## config.mk

```make
export PLATFORM = sky130hd
export DESIGN_NAME = lpht_hash_mod
export DESIGN_NICKNAME = d
export VERILOG_FILES = /design/src/design/assert_macros.svh /design/src/design/lpht_pkg.sv /design/src/design/lpht_hash_mod.sv
export SDC_FILE = /design/constraint.sdc
export NUM_CORES = 1
export LEC_CHECK = 0
export BUFFER_PORTS_ARGS = -buffer_cell sky130_fd_sc_hd__buf_2
export CORE_MARGIN = 1.5
export CORE_UTILIZATION = 26
export CTS_BUF_LIST = sky130_fd_sc_hd__clkbuf_8
export DETAILED_ROUTE_END_ITERATION = 16
export PLACE_DENSITY = 0.83
export SKIP_LAST_GASP = 1
export SLEW_MARGIN = 20
export SYNTH_ARGS = -nofsm -noshare
export SYNTH_HDL_FRONTEND = slang
export SYNTH_SLANG_ARGS = --single-unit
```

## constraint.sdc

```tcl
create_clock -name clk -period 1.5 [get_ports clk]
set_clock_uncertainty 0.15 [all_clocks]
set_input_delay 0.075 -clock clk [delete_from_list [all_inputs] [get_ports clk]]
set_output_delay 0.075 -clock clk [all_outputs]
set_load 0.05 [all_outputs]
```

## src/design/assert_macros.svh

```systemverilog
// assertion macros used by the hash table top level
`ifndef ASSERT_MACROS_SVH
`define ASSERT_MACROS_SVH

// property that must hold at every clock edge out of reset
`define ASSERT_ALWAYS(label, expr, msg) \
	label: assert property (@(posedge clk) disable iff (!arst_n) (expr)) else $error(msg);

// implication checked at the same clock edge
`define ASSERT_IMPLY(label, ante, cons, msg) \
	label: assert property (@(posedge clk) disable iff (!arst_n) (ante) |-> (cons)) \
		else $error(msg);

`endif

```

## src/design/lpht_pkg.sv

```systemverilog
// types, codes and default sizes of the linear probing hash table
package lpht_pkg;

	localparam int unsigned DEF_TABLE_ENTRIES = 4096;
	localparam int unsigned DEF_KEY_BITS      = 64;
	localparam int unsigned DEF_VALUE_BITS    = 64;

	localparam int unsigned FIELD_BITS  = 64;
	localparam int unsigned HASH_BITS   = 64;
	localparam int unsigned STATUS_BITS = 3;
	localparam int unsigned COUNT_BITS  = 12;

	// memory row: valid flag, hash, key, value
	localparam int unsigned DEF_ROW_BITS = 1 + HASH_BITS + DEF_KEY_BITS + DEF_VALUE_BITS;

	localparam logic MODE_PUT = 1'b0;
	localparam logic MODE_GET = 1'b1;

	localparam logic [STATUS_BITS-1:0] ST_INSERTED  = 3'd0;
	localparam logic [STATUS_BITS-1:0] ST_UPDATED   = 3'd1;
	localparam logic [STATUS_BITS-1:0] ST_FOUND     = 3'd2;
	localparam logic [STATUS_BITS-1:0] ST_NOT_FOUND = 3'd3;
	localparam logic [STATUS_BITS-1:0] ST_FULL      = 3'd4;

	typedef struct packed {
		logic                  mode;
		logic [FIELD_BITS-1:0] key;
		logic [HASH_BITS-1:0]  key_hash;
		logic [FIELD_BITS-1:0] value;
	} req_t;

	typedef struct packed {
		logic [STATUS_BITS-1:0] status;
		logic [FIELD_BITS-1:0]  read_value;
		logic [COUNT_BITS-1:0]  entry_count;
	} rsp_t;

endpackage

```

## src/design/lpht_hash_mod.sv

```systemverilog
// reduces a hash to a home slot index: mask for power of two sizes, else eight bits a cycle
module lpht_hash_mod #(
	parameter int unsigned TABLE_ENTRIES = lpht_pkg::DEF_TABLE_ENTRIES
) (
	input  logic                             clk,
	input  logic                             arst_n,
	input  logic                             start,
	input  logic [lpht_pkg::HASH_BITS-1:0]   hash,
	output logic                             done,
	output logic [$clog2(TABLE_ENTRIES)-1:0] idx
);
	import lpht_pkg::*;

	localparam int unsigned IDX_W    = $clog2(TABLE_ENTRIES);
	localparam bit          IS_POW2  = (TABLE_ENTRIES & (TABLE_ENTRIES - 1)) == 0;
	localparam int unsigned STEP_BITS = 8;
	localparam int unsigned STEPS    = HASH_BITS / STEP_BITS;
	localparam int unsigned STEP_W   = $clog2(STEPS);

	logic             done_q;
	logic [IDX_W-1:0] idx_q;

	assign done = done_q;
	assign idx  = idx_q;

	generate
		if (IS_POW2) begin : g_mask
			always_ff @(posedge clk or negedge arst_n) begin
				if (!arst_n) begin
					done_q <= 1'b0;
				end else begin
					done_q <= start;
				end
			end

			always_ff @(posedge clk) begin
				if (start) begin
					idx_q <= hash[IDX_W-1:0];
				end
			end
		end else begin : g_serial
			localparam logic [IDX_W:0] NMOD = (IDX_W + 1)'(TABLE_ENTRIES);

			logic                 run_q;
			logic [STEP_W-1:0]    step_q;
			logic [HASH_BITS-1:0] hash_q;
			logic [IDX_W-1:0]     rem_next;

			// restoring remainder over the top byte of the shifted hash
			always_comb begin
				logic [IDX_W:0]   part;
				logic [IDX_W-1:0] rem;
				rem = idx_q;
				for (int i = 0; i < STEP_BITS; i++) begin
					part = {rem, hash_q[HASH_BITS-1-i]};
					if (part >= NMOD) begin
						part = part - NMOD;
					end
					rem = part[IDX_W-1:0];
				end
				rem_next = rem;
			end

			always_ff @(posedge clk or negedge arst_n) begin
				if (!arst_n) begin
					run_q  <= 1'b0;
					done_q <= 1'b0;
					step_q <= '0;
				end else begin
					done_q <= 1'b0;
					if (start) begin
						run_q  <= 1'b1;
						step_q <= '0;
					end else if (run_q) begin
						step_q <= step_q + 1'b1;
						if (step_q == STEP_W'(STEPS - 1)) begin
							run_q  <= 1'b0;
							done_q <= 1'b1;
						end
					end
				end
			end

			always_ff @(posedge clk) begin
				if (start) begin
					hash_q <= hash;
					idx_q  <= '0;
				end else if (run_q) begin
					hash_q <= hash_q << STEP_BITS;
					idx_q  <= rem_next;
				end
			end
		end
	endgenerate

endmodule

```

==> summary.txt, run 1 <==
Clock network
  – Deepest clock path buffer count: 2
  – # Post-CTS Setup Buffers: 0
  – H-tree levels: 1
  – CTS root buf: clkbuf_8
  – Clock slew at reported path FFs: 0.05 ns
  – CTS buffer count: 3
  – Clock tree from TritonCTS: yes
  – CTS sink count: 13

Drt
  – Detailed-route via count: 313
  – Drt first pass iters: 2
  – Vias per Instance: 4.23
  – Routed wl met3: about 93 um
  – Initial DRC Count: 4
  – Met2 wire len: around 470 um
  – Routed Antenna Nets: 0
  – WL met1: around 330 um
  – DRC Markers: 0
  – Routed wire length: 888 um
  – Top sig layer: met3
  – Wire per inst: 12.0 um

STA
  – Final Max Slew Viols: 0
  – Min Tclk post-route: 1.13 ns
  – Slew @ Worst Pin: ~0.28 ns
  – Final setup viols: 0
  – Unrepaired setup endpoints after global routing: no
  – Final period util: 0.753
  – Headroom to the max-slew limit: 0.812
  – Final hold violation count: 0
  – Total negative slack: 0 ns
  – Max Freq: 886 MHz

Outcome
  – Status: finished, final reports clean

Synthesis
  – Synthesized cell area: 385 um2
  – Yosys top cell area share: 0.935
  – Netlist cell types: 2
  – Number of synthesized flops with an enable pin: 12
  – Synth area leader: edfxtp_1
  – Main synth FF type: edfxtp_1
  – Async S/R FF share, synth: 0.0769
  – Synthesized area per cell: 29.6 um2
  – Post-Syn Nets: 80
  – Seq cells post-synth: 13
  – Top-count cell post-synth: edfxtp_1
  – Synth top cells by count: edfxtp_1 (12), dfrtp_1 (1)
  – Sequential area share after synthesis: 1.00
  – Top cells by area, synth: edfxtp_1 (94%), dfrtp_1 (6.5%)
  – Post-Synthesis Cells: 13
  – Yosys synthesis warning count: 0

Worst hold path
  – Hold Path Class: in2reg

Critical path
  – Crit path DAT: 0.89 ns
  – CP Capture Type: register
  – CP startpoint kind: primary input
  – Slowest CP cell: dlygate4sd3_1
  – Top Family by Delay on Critical Path: buffers and inverters
  – Crit-path cells: dlygate4sd3_1, buf_2
  – Worst path bufs/invs: 2
  – Largest stage delay, worst path: 0.53 ns
  – Worst Path Max Fanout: 13
  – Critical setup path kind: in2reg
  – Worst EP required: 1.26 ns

Global routing
  – Number of global-route vias before repair: between 300 and 400
  – Initial antenna violation count: 0
  – First-pass GRT wire length: 1390 um
  – Largest net degree at the start of global routing: 14
  – Total Routing Usage GR: 0.112
  – GR Overflow Total: 0

Placed design
  – Placed inst area: roughly 540 um2
  – IO buf count: 27
  – Placer congestion estimate: 0.666
  – Placed cell count: 55

Finish
  – Synthesis-to-finish area growth: 90.6%
  – Antenna Cells: 0
  – Non-Filler Instances: 74
  – Area of the multi-input gates: 0 um2
  – Final nets: 127
  – Layout cells sized above 1: 0.508
  – Util after Layout: 0.551
  – Design area: between 700 and 800 um2
  – #MultiIn Comb: 0

Floorplanning
  – Chip width: 41.5 um
  – # IOs: 80
  – Core Area: 0.00133 mm2
  – Starting density of the core: 0.289
  – Core Rows: 13
  – DIE HEIGHT: 41.5 um
  – Die ar.: 0.00172 mm2

Power and ir drop
  – Leakage dissipation: between 0.3 and 0.4 nW
  – Max IR drop VDD: 546 uV
  – PwrDens: ~1200 mW/mm2

Flow run
  – Max Cap Viol: 0
through the flow:
stage | power [W] | setup slack (ns) | hold WS, ns
2_1_floorplan | 0.000540 | 0.674 | -0.371
3_3_place_gp | 0.000585 | 0.696 | -0.300
3_5_place_dp | 0.000588 | 0.682 | -0.298
4_1_cts | 0.000921 | 0.404 | 0.382
5_1_grt | 0.000940 | 0.342 | 0.400
6_report | 0.000903 | 0.371 | 0.398
worst paths after layout:
check                      startpoint       to  slack (ns)  cells after the start
worst max-delay path            start  idx[10]        0.37                      2
worst min-delay path          hash[4]   idx[4]        0.40                      2
max in group asynchronous      arst_n     done        0.56                      3
min in group asynchronous      arst_n     done        0.53                      3
layer usage:
layer | track usage | vias up
li1 | - | 143
met1 | 0.100 | 145
met2 | 0.206 | 25
met3 | 0.0478 | 0
met4 | 0.0581 | 0
met5 | 0 | -
area by class of cell:
| class | instances | area, um2 |
|---|---|---|
| fill | 113 | 599 |
| sequential | 13 | 385 |
| timing repair buffer | 42 | 285 |
| clock buffer | 3 | 41.3 |
| tap | 15 | 18.8 |
| clock inverter | 1 | 3.75 |
where the power goes:
group | internal, W | switching, W | total (W)
sequential | 0.000427 | 0.00000667 | 0.000434
clock | 0.000180 | 0.000112 | 0.000292
combinational | 0.0000558 | 0.000122 | 0.000177
total | 0.000663 | 0.000240 | 0.000903
sequential cells by signal (all words and copies together) (netlist names):
signal / cells
idx: 12
done: 1
layout by cell type, fill, tap and decap left out:
cell type      count
dlygate4sd3_1     15
dfrtp_1            1
edfxtp_1          12
clkbuf_8           3
buf_2             27
inv_1              1
logic make-up after synthesis:
family	synth area share
flops	1.00
timing repair:
item / in CTS / in global routing
endpoints found under the hold margin: 14 / 0
resized for setup: 0 / 0
hold buffers: 15 / 0
No activity file was read; power rests on OpenSTA's default activity.
==> inputs of run 2 (changes only) <==
--- a/config.mk
+++ b/config.mk
@@ -7,10 +7,10 @@
 export LEC_CHECK = 0
 export BUFFER_PORTS_ARGS = -buffer_cell sky130_fd_sc_hd__buf_2
 export CORE_MARGIN = 1.5
-export CORE_UTILIZATION = 26
+export CORE_UTILIZATION = 24
 export CTS_BUF_LIST = sky130_fd_sc_hd__clkbuf_8
 export DETAILED_ROUTE_END_ITERATION = 16
-export PLACE_DENSITY = 0.83
+export PLACE_DENSITY = 0.77
 export SKIP_LAST_GASP = 1
 export SLEW_MARGIN = 20
 export SYNTH_ARGS = -nofsm -noshare
==> constraint.sdc (replaced) <==
create_clock -name clk -period 1.05 [get_ports clk]
set_clock_uncertainty 0.15 [all_clocks]
set_input_delay 0.0525 -clock clk [delete_from_list [all_inputs] [get_ports clk]]
set_output_delay 0.0525 -clock clk [all_outputs]
set_load 0.05 [all_outputs]
==> run 2 against run 1 <==
Sequential share of layout area down 0.53 points; clock power is 40% higher; critical path depth down 1; global-route usage shrank 0.28 points; largest cell class unchanged; largest power group unchanged; highest routed layer unchanged.
==> summary.txt, run 2 (synthesized netlist as in run 1, its figures left out) <==
Worst hold path
  – Hold path startpoint: start
  – Hold Path Class: in2reg

Critical path
  – Crit path from: done
  – Slowest CP cell: dfrtp_1
  – CP startpoint kind: register
  – Crit path capture: done
  – Top Family by Delay on Critical Path: flip-flops
  – CP Capture Type: primary output
  – Worst path bufs/invs: 1 (-1)
  – Crit path DAT: 0.82 ns (-0.07 ns)
  – Critical setup path kind: reg2out
  – Largest stage delay, worst path: 0.32 ns (-0.21 ns)
  – Worst Path Max Fanout: 1 (-12)
  – Crit-path cells: buf_2
  – Cell count along the critical path: 1 (-1)
  – Worst EP required: 0.85 ns (-0.41 ns)

Global routing
  – Largest net degree at the start of global routing: 14 (unchanged)
  – First-pass GRT wire length: 1350 um (-2.5%)
  – GR Overflow Total: 0 (unchanged)
  – Initial antenna violation count: 0 (unchanged)
  – Total Routing Usage GR: 0.109 (-0.00279)
  – Number of global-route vias before repair: 355 (-0.28%)

Power and ir drop
  – Clock power frac: 0.319 (-0.004)
  – PwrDens: 1730 mW/mm2 (+41%)
  – Psw: 0.000336 W (+40%)
  – Design Power: 0.00129 W (+42%)
  – Combinational share of power: 0.200 (+0.004)
  – Max IR drop VDD: 888 uV (+63%)
  – Sw frac: 0.261 (-0.00475)
  – Internal Power: 0.000950 W (+43%)
  – Leakage dissipation: 0.327 nW (+0.65%)
  – Sequential fraction of design power: 0.482 (about the same)

Clock network
  – Deepest clock path buffer count: 2 (unchanged)
  – CTS sink count: 13 (unchanged)
  – CTS root buf: clkbuf_8
  – H-tree levels: 1 (unchanged)
  – CTS buffer count: 3 (unchanged)
  – Clock slew at reported path FFs: 0.05 ns (about the same)
  – Clock tree from TritonCTS: yes

Finish
  – Design area: 742 um2 (+1.0%)
  – Final nets: 127 (unchanged)
  – Area of the multi-input gates: 0 um2 (unchanged)
  – Most frequent cells in the layout: buf_2 (26), dlygate4sd3_1 (15), edfxtp_1 (12)
  – Antenna Cells: 0 (unchanged)
  – Commonest non-fill, non-tap cell in the layout: buf_2
  – #MultiIn Comb: 0 (unchanged)
  – Layout cells sized above 1: 0.508 (unchanged)
  – Synthesis-to-finish area growth: 92.5%
  – Max reg flops: 12 (unchanged)

Floorplanning
  – Core Area: 0.00151 mm2 (+13%)
  – # IOs: 80 (unchanged)
  – Die ar.: 0.00186 mm2 (+7.7%)
  – Chip width: 43.1 um (+3.8%)
  – Core Rows: 14 (+1)
  – Starting density of the core: 0.256 (-0.0331)
  – DIE HEIGHT: 43.1 um (+3.8%)

Flow run
  – Max Cap Viol: 0 (unchanged)

Placed design
  – Placer congestion estimate: 0.671 (+0.81%)
  – Placed inst area: 541 um2 (+0.23%)
  – IO buf count: 27 (unchanged)

STA
  – Min Tclk post-route: roughly 1.0 ns
  – Unrepaired setup endpoints after global routing: no
  – Total negative slack: 0 ns (unchanged)
  – Final period util: 0.969
  – Final Max Slew Viols: 0 (unchanged)
  – Final hold violation count: 0 (unchanged)
  – Final setup viols: 0 (unchanged)
  – Max Freq: 982 MHz
  – Headroom to the max-slew limit: 0.812 (about the same)
  – Slew @ Worst Pin: 0.281 ns (-0.00107 ns)

Drt
  – Routed wire length: 876 um (-1.4%)
  – Wire per inst: 11.7 um (-2.7%)
  – Vias per Instance: 3.89 (-8.0%)
  – Drt first pass iters: 2 (unchanged)
  – Routed Antenna Nets: 0 (unchanged)
  – Detailed-route via count: 292 (-6.7%)
  – Initial DRC Count: 3 (-1)
  – DRC Markers: 0 (unchanged)

Outcome
  – Status: finished, final reports clean
run 2: changes by cell type in the layout (fill, tap and decap cells not counted):
cell   previous run  this run
buf_2            27        26
buf_6             0         1
run 2: layer usage:
| layer | wire (um) | up-vias | share of wire | global-route usage |
|---|---|---|---|---|
| met4 | 0 | 0 | 0 | 0.0364 |
| met1 | 317 | 126 | 0.36 | 0.0776 |
| li1 | - | 142 | - | - |
| met5 | 0 | - | 0 | 0 |
| met2 | 473 | 24 | 0.54 | 0.218 |
| met3 | 85 | 0 | 0.097 | 0.0681 |
run 2: worst min-delay path by stage:
stage | end | slack (ns) | depth (start not counted)
after global routing | idx[1] | 0.07 | 1
after CTS | idx[1] | 0.06 | 1
after floorplan | done | -0.39 | 0
after detailed placement | done | -0.32 | 1
final | idx[6] | 0.06 | 1
after global placement | done | -0.32 | 1
run 2: layout make-up:
| type | count | area (um2) |
|---|---|---|
| Clock inverter | 1 | 3.75 |
| Clock buffer | 3 | 41.3 |
| Sequential cell | 13 | 385 |
| Timing Repair Buffer | 42 | 292 |
| Tap cell | 16 | 20.0 |
| Fill cell | 132 | 764 |
run 2: metrics by stage:
stage / util / std cells / setup slack (ns) / hold WS (ns)
2_1_floorplan: - / 13 / 0.247 / -0.393
3_3_place_gp: 0.359 / 56 / 0.272 / -0.322
3_5_place_dp: 0.359 / 56 / 0.255 / -0.321
4_1_cts: 0.488 / 75 / 0.0174 / 0.0611
5_1_grt: 0.493 / 75 / 0.000925 / 0.0650
6_report: 0.493 / 75 / 0.0320 / 0.0634
run 2: repair_timing:
action                                 in CTS  in global routing
hold buffers                               15                  0
buffers inserted                            0                  0
gates resized for setup                     0                  3
endpoints found under the hold margin      14                  0
setup endpoints to repair                   0                  1
run 2: power by group through the flow:
| stage | clock (W) | combinational (W) | sequential [W] |
|---|---|---|---|
| after detailed placement | 0 | 0.000210 | 0.000629 |
| final | 0.000410 | 0.000257 | 0.000620 |
| after global placement | 0 | 0.000208 | 0.000629 |
| after floorplan | 0 | 0 | 0.000772 |
| after global routing | 0.000453 | 0.000267 | 0.000622 |
| after CTS | 0.000420 | 0.000252 | 0.000620 |
